<file path="config.mk">
export PLATFORM = sky130hd
export DESIGN_NAME = mf3_queue
export DESIGN_NICKNAME = d
export VERILOG_FILES = /design/src/sv/mf3_pkg.sv /design/src/sv/mf3_queue.sv
export SDC_FILE = /design/constraint.sdc
export NUM_CORES = 1
export LEC_CHECK = 0
export ABC_CLOCK_PERIOD_IN_PS = 5300
export BUFFER_PORTS_ARGS = -buffer_cell sky130_fd_sc_hd__buf_2
export CAP_MARGIN = 20
export CORE_ASPECT_RATIO = 1.4
export CORE_MARGIN = 5
export CORE_UTILIZATION = 40
export DETAILED_ROUTE_END_ITERATION = 16
export SETUP_SLACK_MARGIN = 0.4
export SKIP_LAST_GASP = 1
export SYNTH_ARGS = -nofsm -noshare
export SYNTH_HDL_FRONTEND = slang
export SYNTH_SLANG_ARGS = --single-unit
</file>
<file path="constraint.sdc">
create_clock -name clk -period 5.3 [get_ports clk]
set_clock_uncertainty 0.2 [all_clocks]
set_input_delay 0 -clock clk [delete_from_list [all_inputs] [get_ports clk]]
set_output_delay 0 -clock clk [all_outputs]
set_load 0.005 [all_outputs]
</file>
<file path="src/sv/mf3_pkg.sv">
// Shared types, constants and compare helpers for the 3x3 median filter.
// Depends on nothing; every other file refers to it by scoped names.
package mf3_pkg;

  localparam int PixW    = 8;
  localparam int PosW    = 12;
  localparam int CfgW    = 13;
  localparam int QDepth  = 4;
  localparam int QPtrW   = 2;
  localparam int QCntW   = 3;
  localparam int MinDim  = 3;
  localparam int MaxRows = 4096;

  // register indexes on the configuration port
  localparam logic REG_WIDTH  = 1'b0;
  localparam logic REG_HEIGHT = 1'b1;

  // one column of the neighborhood plus the result position
  typedef struct packed {
    logic [PixW-1:0] top;
    logic [PixW-1:0] mid;
    logic [PixW-1:0] cur;
    logic            emit;
    logic            zero;
    logic [PosW-1:0] out_row;
    logic [PosW-1:0] out_col;
    logic            last;
  } column_t;

  function automatic logic [PixW-1:0] max3(input logic [PixW-1:0] a,
                                           input logic [PixW-1:0] b,
                                           input logic [PixW-1:0] c);
    logic [PixW-1:0] m;
    m = (a > b) ? a : b;
    return (m > c) ? m : c;
  endfunction

  function automatic logic [PixW-1:0] min3(input logic [PixW-1:0] a,
                                           input logic [PixW-1:0] b,
                                           input logic [PixW-1:0] c);
    logic [PixW-1:0] m;
    m = (a < b) ? a : b;
    return (m < c) ? m : c;
  endfunction

  function automatic logic [PixW-1:0] med3(input logic [PixW-1:0] a,
                                           input logic [PixW-1:0] b,
                                           input logic [PixW-1:0] c);
    logic [PixW-1:0] lo;
    logic [PixW-1:0] hi;
    logic [PixW-1:0] m;
    lo = (a < b) ? a : b;
    hi = (a < b) ? b : a;
    m  = (hi < c) ? hi : c;
    return (lo > m) ? lo : m;
  endfunction

endpackage

</file>
<file path="src/sv/mf3_queue.sv">
// Short FIFO of columns between the front and the back of the median filter.
// Depends on mf3_pkg for the column type and depth.
module mf3_queue (
  input  logic                     clk,
  input  logic                     rst,
  input  logic                     push,
  input  mf3_pkg::column_t         push_data,
  input  logic                     pop,
  output mf3_pkg::column_t         pop_data,
  output logic                     valid,
  output logic [mf3_pkg::QCntW-1:0] count
);

  mf3_pkg::column_t                entries [mf3_pkg::QDepth];
  logic [mf3_pkg::QPtrW-1:0]       wr_ptr;
  logic [mf3_pkg::QPtrW-1:0]       rd_ptr;

  assign valid    = (count != '0);
  assign pop_data = entries[rd_ptr];

  // store the new column
  always_ff @(posedge clk) begin
    if (push) begin
      entries[wr_ptr] <= push_data;
    end
  end

  // advance pointers and occupancy
  always_ff @(posedge clk) begin
    if (rst) begin
      wr_ptr <= '0;
      rd_ptr <= '0;
      count  <= '0;
    end else begin
      if (push) begin
        wr_ptr <= wr_ptr + 1'b1;
      end
      if (pop) begin
        rd_ptr <= rd_ptr + 1'b1;
      end
      if (push && !pop) begin
        count <= count + 1'b1;
      end else if (!push && pop) begin
        count <= count - 1'b1;
      end
    end
  end

`ifndef ASSERT_OFF
  a_no_overflow: assert property (@(posedge clk) disable iff (rst)
    (push && !pop) |-> (count < mf3_pkg::QCntW'(mf3_pkg::QDepth)))
    else $error("column queue overflow");

  a_no_underflow: assert property (@(posedge clk) disable iff (rst)
    pop |-> (count != '0))
    else $error("column queue underflow");
`endif

endmodule

</file>
==> impl_metrics.ini, run 1 <==
[worst_setup_path]
worstPathMaxFanout = 33
cp_num_buf_inv = 2
cp_slowest_stage_delay_ns = 0.66
cp.required_ns = 5.10
arrival_ns = 2.27
critical-path-top-delay-family = buffers and inverters
path_class = flip-flop to primary output
cp-start-kind = flip-flop
worstPathCellList = buf_4, mux4_2, buf_2
rrSetupSlack_ns = 3.36
cp_slowest_cell = dfxtp_2
endpoint_kind = primary output

[logic_synthesis]
synth_async_sr_flop_share_pct = 0
yosysTopAreaCellShare_pct = 78.12
yosysWarnings = 0
synthesis.nets = 371
synth-seq-cells = 213
synth_edf_count = 204
synthCells = 310
yosysTopAreaCell = edfxtp_1
syn_area_um2 = 7841
yosysSeqAreaShare_pct = 80.42
synthTopCellsByArea = edfxtp_1 (78%), mux4_2 (14%), dfxtp_1 (2.3%)
synth_most_common_cell = edfxtp_1
ys.flop_type = edfxtp_1
ys_top_cells_by_count = edfxtp_1 (204), mux4_2 (50), dfxtp_1 (9)
ys_types = 21
avgSynthCellArea_um2 = 25.29

[final_layout]
n_fill_cell = 1541
area_growth_pct = 24.03
final_util_pct = 50.41
drive_gt1_share_pct = 38.63
finalNetCount = 549
instances_no_fill = 746

[clock_tree]
cts_buffer_depth = 3
path_clk_slew_ns = 0.06
h-tree-depth = 1
cts.sinks = 213
cts_tree = yes
clk_latency_ns = 0.46
cts_resized = 0
cts_buffers = 19
cts_root_buf = clkbuf_16

[timing]
maxSlewHeadroom_pct = 46.97
rsz0062_at_grt = false
timing.hold.ws_ns = 0.08402
timing.final.crit_share_pct = 46.51
maxSlewViolCount = 0
finalCriticalPeriod_ns = 2.465
hold_viol = 0
tightest_slew_ns = 0.7955
finalSetupViolCount = 0
tns_ns = 0
fmax_mhz = 405.7

[floorplanning]
die_area_um2 = 22540
num_io_pins = 110
rows = 60
die_y_um = 175.7
initial_core_util_pct = 40.64
die_x_um = 128.3
core_um2 = 19290

[route]
dr_total_vias = 3662
drc = 0
dr.pass1.iters = 4
wl_per_cell_um = 19.14
via_per_inst = 4.909
drtIter0Drc = 221
drtAntennaViolNets = 0
drt_wl_total_um = 14280

[run]
maxCapViolCount = 0

[global_routing]
grt_most_used_layer = met2
overflow = 0
grt_pass1_wl_um = 22190
grt_max_degree = 52
track_usage_pct = 12.75
antenna_found_initial = 1
grt.met3_usage_pct = 2.981
grt_pass1_vias = 4020
grtUsageMet1_pct = 15.23
grtUsageMet2_pct = 23.13

[place]
place_congestion = 0.6736
dp_hpwl_um = 8297
port_buffers = 109
dp_cells = 659

[pwr]
p_leak_nw = 3.323
power_density_nw_per_um2 = 365.5
irDropWorstVdd_v = 0.0001709
finalPower_mw = 3.555

[outcome]
status = complete, no violations

[min_path]
hp-class = input pin to flip-flop
[stage by stage]
stage	area (um2)	worst slack, ns
6_report	9726	2.835
5_1_grt	9726	2.691
4_1_cts	9696	2.621
3_5_place_dp	8601	3.120
3_3_place_gp	8601	3.129
2_1_floorplan	7841	2.929
[metal layers]
| metal | wire [um] | vias to the layer above |
|---|---|---|
| met5 | 0 | - |
| met4 | 189 | 0 |
| met3 | 799 | 16 |
| met2 | 7685 | 81 |
| met1 | 5603 | 1912 |
| li1 | - | 1653 |
[worst register-to-register path, delay by kind of cell (launching register included)]
family	cells	cell delay, ns
buf+inv	2	0.71
simple gates	1	0.13
fa+ha+maj	1	0.14
flops	1	0.35
[cells by family (layout without fill, tap and decap cells)]
group           Yosys count  in the layout  synth area share, %
flops                   213            213                80.42
mux                      53             53                14.95
buf+inv                  17            204                2.026
simple gates             14             14               0.8616
fa+ha+maj                 6              6                1.053
xor+xnor                  5              5               0.5586
compound gates            2              2               0.1275
other cells               0              1                    0
[cell usage in the layout (no fill, tap or decap)]
cell type	n
fa_1	1
mux4_1	1
mux4_2	50
dfxtp_1	7
a21oi_1	1
bufinv_16	1
diode_2	1
nor2_1	7
clkbuf_16	19
inv_1	4
dfxtp_2	1
dfxtp_4	1
buf_4	5
or3_1	2
ha_1	5
nand2_1	1
clkinv_2	1
dlygate4sd3_1	55
xor2_1	3
buf_2	109
xnor2_1	2
edfxtp_1	204
mux2i_1	2
clkbuf_1	6
buf_16	1
and2_2	4
clkinv_1	3
o21ai_0	1
[power by group]
group | switching, mW | internal, mW | total [mW]
combinational | 0.166 | 0.191 | 0.356
sequential | 0.0332 | 1.93 | 1.97
clock | 0.529 | 0.704 | 1.23
total | 0.727 | 2.83 | 3.55
[what timing repair did]
action | in CTS | in global routing
endpoints found under the hold margin | 213 | 0
hold buffers | 55 | 0
setup buffers | 0 | 0
[sequential cells by signal, indices dropped and copies added (netlist names), named ones only]
name,count
entries,204
count,3
rd_ptr,2
wr_ptr,2
[layout make-up]
| class | count | area (um2) | area share [%] |
|---|---|---|---|
| clock inverter | 5 | 46.29 | 0.4760 |
| inverter | 4 | 15.01 | 0.1544 |
| timing repair buffer | 170 | 1161 | 11.94 |
| tap | 248 | 310.3 | 3.191 |
| clock buffer | 25 | 498.0 | 5.120 |
| multi-input combinational | 80 | 1381 | 14.20 |
| antenna | 1 | 2.502 | 0.02573 |
| sequential | 213 | 6311 | 64.89 |
[final timing paths]
kind                                from                  endpoint  cells after the start
hold / removal             push_data[31]  entries[0][31]$_DFFE_PP_                      2
setup / recovery               flip-flop              pop_data[22]                      3
hold reg to reg   rd_ptr[1]$_SDFFE_PP0P_    rd_ptr[1]$_SDFFE_PP0P_                      2
setup reg to reg  wr_ptr[0]$_SDFFE_PP0P_  entries[0][12]$_DFFE_PP_                      4
Note: power is estimated with default switching activity, not from simulation.
==> inputs of run 2 (changes only) <==
- ABC_CLOCK_PERIOD_IN_PS: 5300 -> 2100
- clock period: 5.3 -> 2.1 ns (I/O delays scaled with it)
==> impl_metrics.ini, run 2 (same netlist as run 1, synthesis figures left out) <==
[pwr]
p_leak_nw = 3.566
irDropWorstVdd_v = 0.0005171
switching_share_pct = 20.28
power_density_nw_per_um2 = 950.0
comb_power_share_pct = 11.0
seqPwrFrac_pct = 50.7
finalPower_mw = 9.727
p_clk_share_pct = 38.3
p_int_mw = 7.755
p_switching_mw = 1.973

[run]
maxCapViolCount = 0

[worst_setup_path]
arrival_ns = 1.85
r2r_start = count[0]$_SDFFE_PP0P_
r2r_end = count[2]$_SDFFE_PP0P_
cp.required_ns = 1.90
worstRegToRegCells = 4
path_class = flip-flop to primary output
endpoint_kind = primary output
worstPathMaxFanout = 9
cp-start-kind = flip-flop
rrSetupSlack_ns = 0.45

[route]
dr.pass1.iters = 4
via_per_inst = 4.879
drt_wl_total_um = 14860
drtIter0Drc = 219
drtAntennaViolNets = 0
drc = 0
dr_total_vias = 3747
wl_per_cell_um = 19.35

[timing]
maxSlewHeadroom_pct = 77.08
timing.hold.ws_ns = -0.02665
timing.final.crit_share_pct = 97.67
hold_viol = 2
rsz0062_at_grt = true
finalSetupViolCount = 0
finalCriticalPeriod_ns = 2.051
maxSlewViolCount = 0
tightest_slew_ns = 0.3438
fmax_mhz = 487.5
setup_slack_ns = 0.04883

[final_layout]
num_antenna_cells = 0
top_register = entries
finalNetCount = 567
reg.largest.list = entries: 204 flops, count: 3 flops
drive_gt1_share_pct = 43.08
final_common_cell = edfxtp_1
layout_common_cells = edfxtp_1 (204), buf_2 (107), dlygate4sd3_1 (55)
largest_register_ffs = 204
area_growth_pct = 30.57

[clock_tree]
clk_latency_ns = 0.48
h-tree-depth = 1
cts_root_buf = clkbuf_16
cts_buffer_depth = 3
cts.sinks = 213
path_clk_slew_ns = 0.06
cts_tree = yes
cts_buffers = 20

[place]
place_congestion = 0.6925
pre_cts_ws_ns = 0.3383
dp_hpwl_um = 8954
port_buffers = 109

[min_path]
hp-class = input pin to flip-flop
whs_path_depth = 4
hp-start = push
whs_endpoint = wr_ptr[1]$_SDFFE_PP0P_

[floorplanning]
num_io_pins = 110
die_y_um = 175.7
initial_core_util_pct = 40.64
core_um2 = 19290
die_x_um = 128.3
die_area_um2 = 22540
rows = 60

[outcome]
violations = hold timing
status = finished, violations left

[global_routing]
antenna_found_initial = 1
overflow = 0
grt_max_degree = 52
grt_pass1_wl_um = 23030
grt_pass1_vias = 4109
track_usage_pct = 13.37
[run 2: how the worst max path moves through the flow]
stage                          start                     to  slack [ns]  depth (start not counted)
6_report                   flip-flop           pop_data[12]        0.05                          4
3_3_place_gp               flip-flop           pop_data[48]        0.36                          3
4_1_cts                    flip-flop           pop_data[48]        0.02                          3
5_1_grt                    flip-flop           pop_data[48]       -0.02                          3
2_1_floorplan  count[0]$_SDFFE_PP0P_  count[2]$_SDFFE_PP0P_        0.48                          4
3_5_place_dp               flip-flop           pop_data[48]        0.34                          3
[run 2: worst max-delay path, cell delays in order (launching register included)]
cell,delay (ns)
dfxtp_4,0.42
buf_4,0.15
buf_12,0.13
mux4_2,0.52
buf_2,0.15
[run 2: timing repair]
| action | CTS | global route |
|---|---|---|
| endpoints found under the setup margin | 63 | 58 |
| hold endpoints to repair | 296 | 6 |
| hold buffers | 56 | 1 |
| cloned | 2 | 0 |
| gates resized for setup | 5 | 10 |
| setup buffers | 7 | 2 |
[run 2: through the flow]
step	setup TNS (ns)	cell area, um2	util (%)	cells	hold slack (ns)
6_report	0	10240	53.07	768	-0.02665
5_1_grt	-0.05515	10240	53.07	768	0.01990
4_1_cts	0	10180	52.79	766	0.05810
3_5_place_dp	0	8763	45.42	665	0.01583
3_3_place_gp	0	8763	45.42	665	0.01034
2_1_floorplan	0	7851	-	310	-0.1011
[run 2: power groups by stage]
| stage | Combinational [mW] | Clock [mW] | Sequential, mW |
|---|---|---|---|
| after detailed placement | 0.907 | 0 | 5.04 |
| after global placement | 0.891 | 0 | 5.03 |
| after global routing | 1.16 | 4.04 | 4.95 |
| after CTS | 1.08 | 3.84 | 4.94 |
| after floorplan | 0.523 | 0 | 5.00 |
| final | 1.07 | 3.72 | 4.94 |
[run 2: metal layers]
layer	routed length [um]	global-route usage, %	up-vias
li1	-	-	1699
met1	5797	16.86	1931
met2	8049	23.52	86
met3	721	2.312	29
met4	279	3.982	2
met5	13	0	-
[run 2: cell type report]
| cell class | instances | area (um2) |
|---|---|---|
| Clock inverter | 7 | 91.34 |
| Tap cell | 248 | 310.3 |
| Timing Repair Buffer | 187 | 1500 |
| Multi-Input combinational cell | 80 | 1393 |
| Sequential cell | 213 | 6314 |
| Inverter | 4 | 15.01 |
| Fill cell | 1501 | 9055 |
| Clock buffer | 29 | 615.6 |
==> inputs of run 3 (changes only) <==
- ABC_AREA: not set -> 1
==> impl_metrics.ini, run 3 <==
[timing]
timing.final.crit_share_pct = 89.54
maxSlewHeadroom_pct = 75.89
setup_slack_ns = 0.2197
tightest_slew_ns = 0.3617
hold_viol = 0
fmax_mhz = 531.8
tns_ns = 0
finalSetupViolCount = 0
finalCriticalPeriod_ns = 1.880
maxSlewViolCount = 0
rsz0062_at_grt = true
timing.hold.ws_ns = 0.07031

[min_path]
whs_path_depth = 2
hp-start = push_data[44]
whs_endpoint = entries[2][44]$_DFFE_PP_
hp-class = input pin to flip-flop

[logic_synthesis]
synth_edf_count = 204
yosysTopAreaCell = edfxtp_1
synthesis.nets = 613
yosysSeqAreaShare_pct = 78.47
ys.flop_type = edfxtp_1
ys_types = 19
synthCells = 552
synth-seq-cells = 213
synth_most_common_cell = edfxtp_1
yosysWarnings = 0
synthTopCellsByArea = edfxtp_1 (76%), nor2_1 (5.0%), o22ai_1 (4.0%)
avgSynthCellArea_um2 = 14.56
synth_async_sr_flop_share_pct = 0
syn_area_um2 = 8036
yosysTopAreaCellShare_pct = 76.23
ys_top_cells_by_count = edfxtp_1 (204), nor2_1 (108), o21ai_1 (60)

[global_routing]
overflow = 0
grt_pass1_vias = 5380
grt_max_degree = 59
antenna_found_initial = 0
grt_pass1_wl_um = 28890
track_usage_pct = 16.21

[clock_tree]
cts_root_buf = clkbuf_16
clk_latency_ns = 0.48
cts_buffers = 21
path_clk_slew_ns = 0.06
h-tree-depth = 1
cts.sinks = 213
cts_buffer_depth = 3
cts_tree = yes

[worst_setup_path]
cp.required_ns = 1.90
path_class = flip-flop to primary output
worstPathMaxFanout = 17
cp-start-kind = flip-flop
arrival_ns = 1.68
endpoint_kind = primary output
r2r_start = wr_ptr[0]$_SDFFE_PP0P_
worstRegToRegCells = 5
rrSetupSlack_ns = 0.50
r2r_end = entries[2][24]$_DFFE_PP_

[route]
drtIter0Drc = 298
drc = 0
drtAntennaViolNets = 0
dr_total_vias = 5245
via_per_inst = 5.209
drt_wl_total_um = 20490
wl_per_cell_um = 20.35
dr.pass1.iters = 4

[outcome]
status = complete, no violations

[final_layout]
layout_common_cells = edfxtp_1 (204), buf_2 (108), nor2_1 (107)
top_register = entries
final_util_pct = 53.47
largest_register_ffs = 204
finalNetCount = 804
multiInputGateArea_um2 = 1516
num_antenna_cells = 0
area_growth_pct = 32.04
reg.largest.list = entries: 204 flops, count: 3 flops
instances_no_fill = 1007
design_area_um2 = 10610
final_common_cell = edfxtp_1
n_fill_cell = 1659
drive_gt1_share_pct = 27.68
seqCellArea_um2 = 6316

[floorplanning]
num_io_pins = 110
die_y_um = 177.7
initial_core_util_pct = 40.50
die_area_um2 = 23070
die_x_um = 129.8
core_um2 = 19840
rows = 61

[pwr]
power_density_nw_per_um2 = 909.8
irDropWorstVdd_v = 0.0005033
finalPower_mw = 9.654
p_leak_nw = 3.811

[place]
dp_cells = 899
port_buffers = 109
place_area_um2 = 8902
pre_cts_ws_ns = 0.3718
dp_hpwl_um = 11200
place_congestion = 0.7489

[run]
maxCapViolCount = 0
-- run 3: cell types whose count changed in the layout (fill, tap and decap cells not counted), moves of 5 or more --
| cell | delta |
|---|---|
| o21ai_0 | +27 |
| o21ai_2 | +11 |
| mux4_2 | -50 |
| o22ai_1 | +47 |
| clkbuf_16 | +5 |
| o21ai_1 | +68 |
| clkinvlp_4 | +5 |
| buf_4 | +5 |
| nor2_1 | +100 |
| nand2_1 | +5 |
| inv_1 | +6 |
-- run 3: layout make-up --
cell class,count,share of cell area [%]
Inverter,18,0.8725
Sequential cell,213,59.52
Clock buffer,29,5.424
Tap cell,252,2.971
Clock inverter,6,0.7546
Multi-Input combinational cell,289,14.29
Timing Repair Buffer,200,16.17
-- run 3: per-layer routing --
layer  vias up  wire length [um]  part of all wire [%]  global-route usage (%)
met5         -                 0                     0                       0
met4         0               444                   2.2                   5.026
met3        32              1001                   4.9                   2.409
met2       152             11050                    54                   29.71
met1      2616              7999                    39                   19.41
li1       2445                 -                     -                       -
-- run 3: kinds of logic (layout without fill, tap and decap cells) --
logic type | count (synthesis) | count (layout) | share of synthesized area [%]
flops | 213 | 213 | 78.47
simple gates | 120 | 120 | 5.652
buf+inv | 50 | 253 | 3.908
fa+ha+maj | 6 | 6 | 1.028
compound gates | 163 | 163 | 10.95
-- run 3: worst max-delay path, cell delays in order, from the launching register on --
cell and delay (ns):
dfxtp_4 0.40, inv_4 0.13, buf_6 0.21, o21ai_1 0.10, o22ai_1 0.19, buf_2 0.16
-- run 3: timing repair --
action,CTS,global route
endpoints found under the setup margin,133,93
gates cloned,2,9
pin swaps,1,10
hold endpoints to repair,214,0
resized for setup,32,41
setup buffers,4,3
hold buffers,55,0
-- run 3: worst max path at each step --
stage / from / endpoint / slack (ns) / depth (start not counted)
final: flip-flop / pop_data[30] / 0.22 / 5
after global placement: wr_ptr[0]$_SDFFE_PP0P_ / entries[0][24]$_DFFE_PP_ / 0.39 / 5
after CTS: flip-flop / pop_data[40] / 0.22 / 4
after detailed placement: wr_ptr[0]$_SDFFE_PP0P_ / entries[0][23]$_DFFE_PP_ / 0.37 / 5
after floorplan: wr_ptr[0]$_SDFFE_PP0P_ / entries[0][0]$_DFFE_PP_ / 0.18 / 4
after global routing: flip-flop / pop_data[6] / 0.19 / 4
-- run 3: report_power, final --
group	switching, mW	total, mW	leakage [nW]	internal, mW
registers	0.0633	4.91	1.95	4.85
clock network	1.48	3.62	0.316	2.15
logic	0.620	1.12	1.54	0.497
total	2.16	9.65	3.81	7.50
