<file path="src/sv/mf3_pkg.sv">
// Shared types, constants and compare helpers for the 3x3 median filter.
// Depends on nothing; every other file refers to it by scoped names.
package mf3_pkg;

  localparam int PixW    = 8;
  localparam int PosW    = 12;
  localparam int CfgW    = 13;
  localparam int QDepth  = 4;
  localparam int QPtrW   = 2;
  localparam int QCntW   = 3;
  localparam int MinDim  = 3;
  localparam int MaxRows = 4096;

  // register indexes on the configuration port
  localparam logic REG_WIDTH  = 1'b0;
  localparam logic REG_HEIGHT = 1'b1;

  // one column of the neighborhood plus the result position
  typedef struct packed {
    logic [PixW-1:0] top;
    logic [PixW-1:0] mid;
    logic [PixW-1:0] cur;
    logic            emit;
    logic            zero;
    logic [PosW-1:0] out_row;
    logic [PosW-1:0] out_col;
    logic            last;
  } column_t;

  function automatic logic [PixW-1:0] max3(input logic [PixW-1:0] a,
                                           input logic [PixW-1:0] b,
                                           input logic [PixW-1:0] c);
    logic [PixW-1:0] m;
    m = (a > b) ? a : b;
    return (m > c) ? m : c;
  endfunction

  function automatic logic [PixW-1:0] min3(input logic [PixW-1:0] a,
                                           input logic [PixW-1:0] b,
                                           input logic [PixW-1:0] c);
    logic [PixW-1:0] m;
    m = (a < b) ? a : b;
    return (m < c) ? m : c;
  endfunction

  function automatic logic [PixW-1:0] med3(input logic [PixW-1:0] a,
                                           input logic [PixW-1:0] b,
                                           input logic [PixW-1:0] c);
    logic [PixW-1:0] lo;
    logic [PixW-1:0] hi;
    logic [PixW-1:0] m;
    lo = (a < b) ? a : b;
    hi = (a < b) ? b : a;
    m  = (hi < c) ? hi : c;
    return (lo > m) ? lo : m;
  endfunction

endpackage

</file>
<file path="src/sv/mf3_back.sv">
// Back of the median filter: sorted-column window, median reduction, output word.
// Depends on mf3_pkg; drains mf3_queue.
module mf3_back (
  input  logic                       clk,
  input  logic                       rst,
  input  logic                       q_valid,
  input  mf3_pkg::column_t           q_data,
  output logic                       q_pop,
  output logic                       m_tvalid,
  input  logic                       m_tready,
  output logic [31:0]                m_tdata,   // filtered[7:0], out_row[19:8], out_col[31:20]
  output logic                       m_tlast    // frame_last
);

  localparam int PW = mf3_pkg::PixW;
  localparam int RW = mf3_pkg::PosW;

  logic [PW-1:0] win_lo  [3];
  logic [PW-1:0] win_mid [3];
  logic [PW-1:0] win_hi  [3];

  logic          s1_v;
  logic          s1_zero;
  logic [RW-1:0] s1_row;
  logic [RW-1:0] s1_col;
  logic          s1_last;

  logic          s2_v;
  logic          s2_zero;
  logic [RW-1:0] s2_row;
  logic [RW-1:0] s2_col;
  logic          s2_last;
  logic [PW-1:0] s2_lo_max;
  logic [PW-1:0] s2_mid_med;
  logic [PW-1:0] s2_hi_min;

  logic          out_en;
  logic          s2_en;
  logic          s1_en;
  logic [PW-1:0] median;

  // stall chain from the output back to the queue
  assign out_en = !m_tvalid || m_tready;
  assign s2_en  = !s2_v || out_en;
  assign s1_en  = !s1_v || s2_en;
  assign q_pop  = q_valid && s1_en;

  // sort the incoming column and shift it into the window
  always_ff @(posedge clk) begin
    if (rst) begin
      for (int k = 0; k < 3; k++) begin
        win_lo[k]  <= '0;
        win_mid[k] <= '0;
        win_hi[k]  <= '0;
      end
    end else if (q_pop) begin
      win_lo[0]  <= win_lo[1];
      win_lo[1]  <= win_lo[2];
      win_lo[2]  <= mf3_pkg::min3(q_data.top, q_data.mid, q_data.cur);
      win_mid[0] <= win_mid[1];
      win_mid[1] <= win_mid[2];
      win_mid[2] <= mf3_pkg::med3(q_data.top, q_data.mid, q_data.cur);
      win_hi[0]  <= win_hi[1];
      win_hi[1]  <= win_hi[2];
      win_hi[2]  <= mf3_pkg::max3(q_data.top, q_data.mid, q_data.cur);
    end
  end

  // stage 1: position of the result whose window was just formed
  always_ff @(posedge clk) begin
    if (s1_en) begin
      s1_zero <= q_data.zero;
      s1_row  <= q_data.out_row;
      s1_col  <= q_data.out_col;
      s1_last <= q_data.last;
    end
  end

  // stage 2: reduce rows of the sorted window
  always_ff @(posedge clk) begin
    if (s2_en) begin
      s2_zero    <= s1_zero;
      s2_row     <= s1_row;
      s2_col     <= s1_col;
      s2_last    <= s1_last;
      s2_lo_max  <= mf3_pkg::max3(win_lo[0], win_lo[1], win_lo[2]);
      s2_mid_med <= mf3_pkg::med3(win_mid[0], win_mid[1], win_mid[2]);
      s2_hi_min  <= mf3_pkg::min3(win_hi[0], win_hi[1], win_hi[2]);
    end
  end

  assign median = mf3_pkg::med3(s2_lo_max, s2_mid_med, s2_hi_min);

  // output word
  always_ff @(posedge clk) begin
    if (out_en) begin
      m_tdata <= {s2_col, s2_row, (s2_zero ? PW'(0) : median)};
      m_tlast <= s2_last;
    end
  end

  always_ff @(posedge clk) begin
    if (rst) begin
      s1_v     <= 1'b0;
      s2_v     <= 1'b0;
      m_tvalid <= 1'b0;
    end else begin
      if (s1_en) begin
        s1_v <= q_pop && q_data.emit;
      end
      if (s2_en) begin
        s2_v <= s1_v;
      end
      if (out_en) begin
        m_tvalid <= s2_v;
      end
    end
  end

`ifndef ASSERT_OFF
  a_pop_needs_room: assert property (@(posedge clk) disable iff (rst)
    q_pop |-> (!s1_v || s2_en))
    else $error("window shifted under a held result");

  a_s2_holds: assert property (@(posedge clk) disable iff (rst)
    (s2_v && !s2_en) |=> s2_v)
    else $error("reduction stage dropped a result");

  a_border_zero: assert property (@(posedge clk) disable iff (rst)
    (m_tvalid && ((m_tdata[19:8] == '0) || (m_tdata[31:20] == '0))) |->
      (m_tdata[7:0] == '0))
    else $error("nonzero value on top row or left column");
`endif

endmodule

</file>
<file path="config.mk">
export PLATFORM = sky130hd
export DESIGN_NAME = mf3_back
export DESIGN_NICKNAME = d
export VERILOG_FILES = /design/src/sv/mf3_pkg.sv /design/src/sv/mf3_back.sv
export SDC_FILE = /design/constraint.sdc
export NUM_CORES = 1
export LEC_CHECK = 0
export ABC_CLOCK_PERIOD_IN_PS = 10400
export BUFFER_PORTS_ARGS = -buffer_cell sky130_fd_sc_hd__clkbuf_2
export CAP_MARGIN = 10
export CORE_UTILIZATION = 40
export CTS_CLUSTER_DIAMETER = 30
export DETAILED_ROUTE_END_ITERATION = 10
export RECOVER_POWER = 100
export SETUP_SLACK_MARGIN = 0.15
export SLEW_MARGIN = 20
export SYNTH_ARGS = -nofsm -noshare
export SYNTH_HDL_FRONTEND = slang
export SYNTH_SLANG_ARGS = --single-unit
</file>
<file path="constraint.sdc">
create_clock -name clk -period 10.4 [get_ports clk]
set_input_delay 3.12 -clock clk [delete_from_list [all_inputs] [get_ports clk]]
set_output_delay 3.12 -clock clk [all_outputs]
set_load 0.03 [all_outputs]
</file>
==> impl_metrics.ini, run 1 <==
[setup_path]
timing.rr.start = win_mid[0][15]
arrival_ns = 9.01
r2r_cells = 24
endpoint_kind = register
regToRegSetupSlack_ns = 2.56
crit_fanout = 18
rr_endpoint = s2_mid_med[7]
cp-start-kind = input pin
required_ns = 10.55
path_class = in2reg

[sta]
setup_viol = 0
min_period_ns = 8.86
fmax_mhz = 113
final-hold-violation-count = 0
worst_slew_pin_slew_ns = 3.43
tns_ns = 0
slew_violations = 283
final.setup_skew_ns = 0.0137
rsz0062_at_grt = no
period_share = 0.852
slew_headroom = -1.29

[yosys]
synth_enable_flop_cells = 181
synthesis.area_sq_um = 10500
synth_top_area_cell = edfxtp_1
syn_nets = 1111
ys_ff_latch = 184
yosysSeqAreaShare = 0.521
yosysWarnings = 0
ys.flop_type = edfxtp_1
ys_types = 61
syn_area_per_cell_sq_um = 11.2
synthCells = 944
yosysTopAreaCellShare = 0.516
async_flop_share = 0
synth_area_leaders = edfxtp_1 (52%), ha_1 (13%), nor2_1 (3.8%), inv_1 (3.3%), mux2_2 (3.1%)

[grt]
antenna_found_initial = 0
grt_pass1_vias = 6974
track_usage = 0.173
overflow = 0
grt_pass1_wl_um = 36200
grt_max_degree = 73

[worst_hold_path]
min_to = m_tdata[9]
worstHoldPathCells = 0
min_from = s2_row[1]
min_path_type = reg2reg

[clocking]
clk_latency_ns = 0.44
clkTransAtPathRegs_ns = 0.09
max-clock-path-buffers = 2
cts_root_buf = clkbuf_16
post_cts_buffers = 0
postCtsResizedCells = 0
h-tree-depth = 4
clock-sinks = 184
cts_buffers = 17
cts_tree = done
holdBufCountCts = 0

[placement]
port-buffer-count = 89
dp_hpwl_um = 16300
placed_cells = 1350
gp_congestion = 0.880

[floorplanning]
dieArea_sq_um = 27000
fp-row-count = 59
core_sq_um = 26000
die_h_um = 164
initial_core_util = 0.406
ios = 90
fp.dieW_um = 164

[drt]
dr_total_vias = 7160
drt-initial-drc-count = 533
viasPerCell = 5.18
drt_first_pass_iters = 5
routed_wl_um = 22300
wl_per_cell_um = 16.2
detail-route-antenna-nets = 0
drc_errors = 0

[pwr]
vdd_drop_max_mv = 0.181
total_leakage_power_nw = 5.01
cellPowerDensity_nw_per_um2 = 244

[cells_and_area]
n_fill_cell = 2464
antenna_cells = 0
nets = 1201
fin_cells = 1382
drive_gt1_frac = 0.117
layout-area-overhead-vs-synth_pct = 12.6

[run]
cap_violations = 7

[run_status]
outcome = finished, violations left
violations = max-capacitance violations, max-slew violations
[power by group]
part	leakage, nW	switching [W]	total [W]	internal, W
Combinational	2.71	0.000744	0.00121	0.000467
Clock	0.311	0.000350	0.000690	0.000339
Sequential	2.00	0.0000543	0.00100	0.000945
[cells in the final DEF, fill, tap and decap left out, types with 3 or more instances in the layout]
cell type and count:
o21ai_2 4, a211oi_2 7, o31ai_1 9, o21ai_0 68, o311a_1 4, inv_1 94, nor2_1 109, nor2b_1 9
a2111oi_0 3, nor3_1 8, clkinv_8 8, o31a_1 3, nand2_1 73, mux2_2 18, o21a_1 10, nand3_1 17
and2_1 8, and2_0 6, inv_12 3, mux2_1 11, mux2i_1 19, edfxtp_1 181, buf_4 4, clkbuf_2 51
dfxtp_1 3, a21oi_1 43, a21o_1 21, a221oi_1 6, nand2b_1 11, a31oi_1 3, clkbuf_16 17, nand4_1 15
ha_1 112, clkbuf_1 44, a211oi_1 13
[area by class of cell]
type                    instances  area (sq um)  share of cell area
inverters                      94           353              0.0297
multi-input cells             638          4500               0.379
repair buffers                 99           450              0.0379
flip-flops and latches        184          5500               0.463
clock buffers                  17           425              0.0358
clock inverters                15           228              0.0192
well taps                     335           419              0.0353
[logic make-up after synthesis]
group / count (synthesis) / synth area share
adders and majority gates: 112 / 0.133
and+or+nand+nor: 266 / 0.113
DFF: 184 / 0.521
AOI/OAI and AO/OA: 212 / 0.137
buffers and inverters: 122 / 0.0458
muxes: 48 / 0.0494
[registers in the layout, summed over array words and instances, names as in the netlist]
register    cells
s2_lo_max       8
s2_mid_med      8
s2_col         12
s2_v            1
s2_hi_min       8
s1_row         12
s2_last         1
m_tlast         1
s2_row         12
s1_zero         1
m_tvalid        1
s1_last         1
win_hi         24
s2_zero         1
s1_v            1
win_lo         24
m_tdata        32
win_mid        24
s1_col         12
[metal layers]
metal / GRT usage / routed length (um) / up-vias
li1: - / - / 3624
met2: 0.275 / 10300 / 149
met5: 0 / 0 / -
met4: 0.0497 / 376 / 0
met1: 0.240 / 10800 / 3358
met3: 0.0333 / 888 / 29
[worst max-delay path by stage]
| stage | endpoint | startpoint | slack, ns | cells past startpoint |
|---|---|---|---|---|
| after global routing | win_mid[0][21] | q_data[37] | 0.93 | 24 |
| final | win_mid[0][21] | q_data[37] | 1.54 | 24 |
| after global placement | win_mid[0][21] | q_data[41] | 1.60 | 23 |
| after floorplan | q_pop | m_tready | 2.69 | 4 |
| after detailed placement | win_mid[0][21] | q_data[37] | 1.42 | 24 |
| after CTS | win_mid[0][21] | q_data[37] | 1.87 | 24 |
[Yosys cell counts (17+ instances only)]
library cell  instances
ha_1                112
nor2_1              108
mux2i_1              18
nand2_1              73
nand3_1              17
inv_1                94
a21o_1               21
o21ai_0              63
edfxtp_1            181
a21oi_1              41
mux2_2               29
[through the flow]
stage | hold WS [ns] | cell area (sq um) | utilization | total power, W | worst slack [ns]
floorplan | 0.400 | 10500 | - | 0.00198 | 2.69
global placement | 0.400 | 11400 | 0.437 | 0.00224 | 1.60
detailed placement | 0.405 | 11400 | 0.437 | 0.00226 | 1.42
CTS | 0.406 | 12000 | 0.462 | 0.00296 | 1.87
global route | 0.416 | 11900 | 0.457 | 0.00313 | 0.931
finish | 0.409 | 11900 | 0.457 | 0.00290 | 1.54
[critical path, cell delays in order]
cell and delay [ns]:
clkbuf_2 0.08, inv_1 0.05, ha_1 0.31, o21ai_0 0.23, a21oi_1 0.08, o21ai_0 0.27
nand2_1 0.39, o21ai_0 0.37, ha_1 0.31, a21o_1 0.16, a21o_1 0.17, a21oi_1 0.20
nand3_1 0.12, o21ai_2 0.53, mux2_1 0.41, ha_1 0.28, nand4_1 0.06, or2_2 0.11
nand3_1 0.08, o21ai_1 0.78, nor2_1 0.07, a21oi_1 0.28, nor2_1 0.07, a2111oi_0 0.49
No activity file was read; power rests on OpenSTA's default activity.
==> run 2: changes to the inputs <==
- BUFFER_PORTS_ARGS: -buffer_cell sky130_fd_sc_hd__clkbuf_2 -> unset
- DONT_BUFFER_PORTS: unset -> 1
==> impl_metrics.ini, run 2 (synthesized netlist as in run 1, its figures left out) <==
[grt]
grt_pass1_vias = 6650
antenna_found_initial = 0
track_usage = 0.163
grt_max_degree = 73
grt_pass1_wl_um = 34100
overflow = 0

[setup_path]
crit_fanout = 18
cpLargestDelayFamily = compound AO/OA/AOI/OAI gates
endpoint_kind = register
path_class = in2reg
r2r_cells = 24
required_ns = 10.56
path_cells = inv_1, ha_1, a21oi_1, o21ai_0, inv_1, nand2_1, o21ai_0, ha_1, a21o_1, a21o_1, a21oi_1, nand3_1, o21ai_2, mux2_1, ha_1, nand4_1, or2_2, nand3_1, o21ai_0, nor2_1, a21oi_1, nor2_1, a2111oi_0
crit_slowest_cell = o21ai_0
rr_endpoint = s2_mid_med[7]
arrival_ns = 9.13
regToRegSetupSlack_ns = 2.54
path_buf_inv = 2
cp-start-kind = input pin
cpPeakStageDelay_ns = 1.22
timing.rr.start = win_mid[0][15]

[worst_hold_path]
min_path_type = reg2reg
min_to = m_tdata[15]
min_from = s2_row[7]
worstHoldPathCells = 0

[sta]
period_share = 0.863
fmax_mhz = 111
final-hold-violation-count = 0
fin_ws_ns = 1.42
setup_viol = 0
tns_ns = 0
worst_slew_pin_slew_ns = 3.51
final.setup_skew_ns = 0.0168
slew_headroom = -1.34
slew_violations = 276
rsz0062_at_grt = no
min_period_ns = 8.98

[floorplanning]
ios = 90
initial_core_util = 0.406
dieArea_sq_um = 27000
core_sq_um = 26000
fp-row-count = 59
die_h_um = 164
fp.dieW_um = 164

[clocking]
holdBufCountCts = 0
clk_latency_ns = 0.44
clock-sinks = 184
cts_root_buf = clkbuf_16
max-clock-path-buffers = 2
cts_tree = done
post_cts_buffers = 0
cts_buffers = 17
clkTransAtPathRegs_ns = 0.08
postCtsResizedCells = 0
h-tree-depth = 4

[placement]
pre_cts_slack_ns = 1.66
dp_hpwl_um = 15500
port-buffer-count = 0
dpl-instance-area_sq_um = 10900
gp_congestion = 0.854

[cells_and_area]
fin_util = 0.439
layout-area-overhead-vs-synth_pct = 8.23
final_cell_mix = edfxtp_1 (181), ha_1 (112), nor2_1 (109), inv_1 (94), nand2_1 (72)
nets = 1112
drive_gt1_frac = 0.0678
largest-register = m_tdata
final_common_cell = edfxtp_1
n_fill_cell = 2464
antenna_cells = 0
final_area_sq_um = 11400
largest_reg_flops = 32

[run_status]
outcome = finished, violations left
violations = max-capacitance violations, max-slew violations

[pwr]
cellPowerDensity_nw_per_um2 = 247
total_leakage_power_nw = 4.74
vdd_drop_max_mv = 0.157
total_power_w = 0.00282

[drt]
dr_total_vias = 6848
detail-route-antenna-nets = 0
routed_wl_um = 21300
drc_errors = 0
drt-initial-drc-count = 553
viasPerCell = 5.30
drt_first_pass_iters = 5
wl_per_cell_um = 16.5

[run]
cap_violations = 8
[run 2: cell count changes in the layout (fill, tap and decap cells not counted), sizes merged]
cell	change
clkinvlp	+1
buf	-1
clkinv	-1
clkbuf	-88
[run 2: layer usage]
| layer | share of wire | wire, um | global-route usage |
|---|---|---|---|
| met5 | 0 | 0 | 0 |
| met4 | 0.013 | 277 | 0.0467 |
| met3 | 0.054 | 1150 | 0.0306 |
| met2 | 0.47 | 9970 | 0.264 |
| met1 | 0.47 | 9930 | 0.223 |
[run 2: area by class of cell]
type	count	area (sq um)	area share
well taps	335	419	0.0367
clock buffers	17	425	0.0373
repair buffers	10	48.8	0.00428
inverters	94	353	0.0309
flip-flops and latches	184	5500	0.482
multi-input cells	638	4480	0.393
clock inverters	15	189	0.0166
[run 2: worst max path at each step]
stage,start,to,cells after the start
2_1_floorplan,m_tready,q_pop,4
3_3_place_gp,q_data[37],win_mid[0][21],23
3_5_place_dp,q_data[37],win_mid[0][22],23
4_1_cts,q_data[37],win_mid[0][22],23
5_1_grt,q_data[40],win_mid[0][21],24
6_report,q_data[40],win_mid[0][22],23
[run 2: where the power goes]
group          leakage, nW  switching, W  internal [W]
clock network        0.295      0.000326      0.000329
registers             2.00     0.0000894      0.000947
logic                 2.44      0.000682      0.000443
total                 4.74       0.00110       0.00172
[run 2: through the flow]
stage	hold WS, ns	cells
2_1_floorplan	0.400	944
3_3_place_gp	0.400	1261
3_5_place_dp	0.405	1261
4_1_cts	0.414	1293
5_1_grt	0.412	1293
6_report	0.415	1293
==> run 3: changes to the inputs <==
- ABC_AREA: unset -> 1
==> impl_metrics.ini, run 3 <==
[run_status]
outcome = finished, violations left
violations = max-capacitance violations, max-slew violations

[setup_path]
path_buf_inv = 3
cp_num_cells = 7
cpPeakStageDelay_ns = 1.28
timing.rr.start = s2_mid_med[7]
path_cells = inv_1, nand2_1, clkbuf_1, nor2_1, nand2_1, nand2_1, inv_1
critical_path.most_common_cell = nand2_1
path_class = in2out
startpoint = m_tready
endpoint = q_pop
cp-start-kind = input pin
r2r_cells = 18
required_ns = 7.28
rr_endpoint = m_tdata[1]
regToRegSetupSlack_ns = 4.38
crit_fanout = 35
crit_slowest_cell = clkbuf_1
cpLargestDelayFamily = buffers and inverters
arrival_ns = 5.19
endpoint_kind = primary output

[drt]
wl_met3_um = 912
wl_met1_um = 9940
viasPerCell = 4.93
routed_wl_um = 20400
wl_per_cell_um = 13.8
dr_total_vias = 7298
drt-initial-drc-count = 476
dr_wl_met2_um = 9220
drt_first_pass_iters = 5
detail-route-antenna-nets = 0
drc_errors = 0
routed.top_layer = met4

[cells_and_area]
nets = 1298
final_cell_mix = nand2_1 (237), edfxtp_1 (181), inv_1 (159), nor2_1 (121), ha_1 (112)
largest_reg_flops = 32
drive_gt1_frac = 0.0437
final_common_cell = nand2_1
layout-area-overhead-vs-synth_pct = 8.92
n_fill_cell = 2496
fin_cells = 1479
antenna_cells = 0
largest-register = m_tdata

[yosys]
yosysWarnings = 0
syn_area_per_cell_sq_um = 9.40
yosysTopAreaCellShare = 0.512
ys.flop_type = edfxtp_1
yosysSeqAreaShare = 0.518
synthesis.area_sq_um = 10600
synth_enable_flop_cells = 181
synth_area_leaders = edfxtp_1 (51%), ha_1 (13%), nand2_1 (8.2%), inv_1 (5.6%), nor2_1 (4.3%)
synthCells = 1129
synth_most_common_cell = nand2_1
async_flop_share = 0
ys_ff_latch = 184
ys_types = 32
synth_top_area_cell = edfxtp_1
synthTopCellsByCount = nand2_1 (233), edfxtp_1 (181), inv_1 (157), nor2_1 (121), ha_1 (112)
syn_nets = 1296

[floorplanning]
dieArea_sq_um = 27200
ios = 90
core_sq_um = 26100
initial_core_util = 0.407
fp.dieW_um = 165
fp-row-count = 59
die_h_um = 165

[sta]
tns_ns = 0
fmax_mhz = 120
final-hold-violation-count = 0
period_share = 0.799
worst_slew_pin_slew_ns = 4.03
slew_headroom = -1.69
rsz0062_at_grt = no
min_period_ns = 8.31
slew_violations = 226
final.setup_skew_ns = 0.0126
setup_viol = 0

[worst_hold_path]
min_path_type = reg2reg

[grt]
grt_pass1_wl_um = 33800
grt_max_degree = 73
overflow = 0
antenna_found_initial = 0
grt_pass1_vias = 6973
track_usage = 0.160

[clocking]
h-tree-depth = 4
max-clock-path-buffers = 2
clock-sinks = 184
post_cts_buffers = 0
cts_buffers = 17
clk_latency_ns = 0.43
holdBufCountCts = 0
clkTransAtPathRegs_ns = 0.09
cts_root_buf = clkbuf_16
postCtsResizedCells = 0
cts_tree = done

[pwr]
vdd_drop_max_mv = 0.208
total_leakage_power_nw = 5.27
cellPowerDensity_nw_per_um2 = 279

[placement]
dp_hpwl_um = 15400
placed_cells = 1447
port-buffer-count = 0
gp_congestion = 0.874

[run]
cap_violations = 6
run 3: logic make-up after synthesis:
family,after synthesis,synth area share
AO/OA/AOI/OAI,182,0.0947
buffers and inverters,183,0.0672
flip-flops,184,0.518
AND/OR/NAND/NOR,468,0.188
adder cells (fa/ha/maj),112,0.132
run 3: final cells by class:
cell class                 instances  area [sq um]  area share
sequential                       184          5500       0.475
clock inverter                    15           228      0.0197
clock buffer                      17           425      0.0368
multi-input combinational        762          4360       0.377
tap                              335           419      0.0363
timing repair buffer               6          30.0     0.00260
inverter                         160           601      0.0519
run 3: worst min-delay path by stage:
stage	from	end	slack, ns	depth (start not counted)
after floorplan	s2_row[2]	m_tdata[10]	0.40	0
after global placement	s2_row[2]	m_tdata[10]	0.40	0
after detailed placement	s2_row[6]	m_tdata[14]	0.40	0
after CTS	s2_col[11]	m_tdata[31]	0.41	0
after global routing	s1_row[3]	s2_row[3]	0.42	0
final	s2_col[11]	m_tdata[31]	0.41	0
run 3: routing by layer:
layer  vias to the layer above  global-route usage
met4                         0              0.0517
met3                        24              0.0329
met2                       161               0.254
met5                         -                   0
li1                       3825                   -
met1                      3288               0.217
run 3: report_power, final:
part           internal, W  switching, W
registers         0.000968     0.0000845
clock network     0.000342      0.000349
logic             0.000539      0.000947
total              0.00185       0.00138
run 3: per-stage QoR:
step	hold WS, ns	worst slack (ns)	utilization	area, sq um	total power [W]
4_1_cts	0.414	3.08	0.446	11600	0.00328
3_3_place_gp	0.400	3.00	0.421	11000	0.00254
3_5_place_dp	0.405	2.82	0.421	11000	0.00258
2_1_floorplan	0.400	2.14	-	10600	0.00227
6_report	0.413	2.09	0.444	11600	0.00323
5_1_grt	0.418	1.78	0.444	11600	0.00357
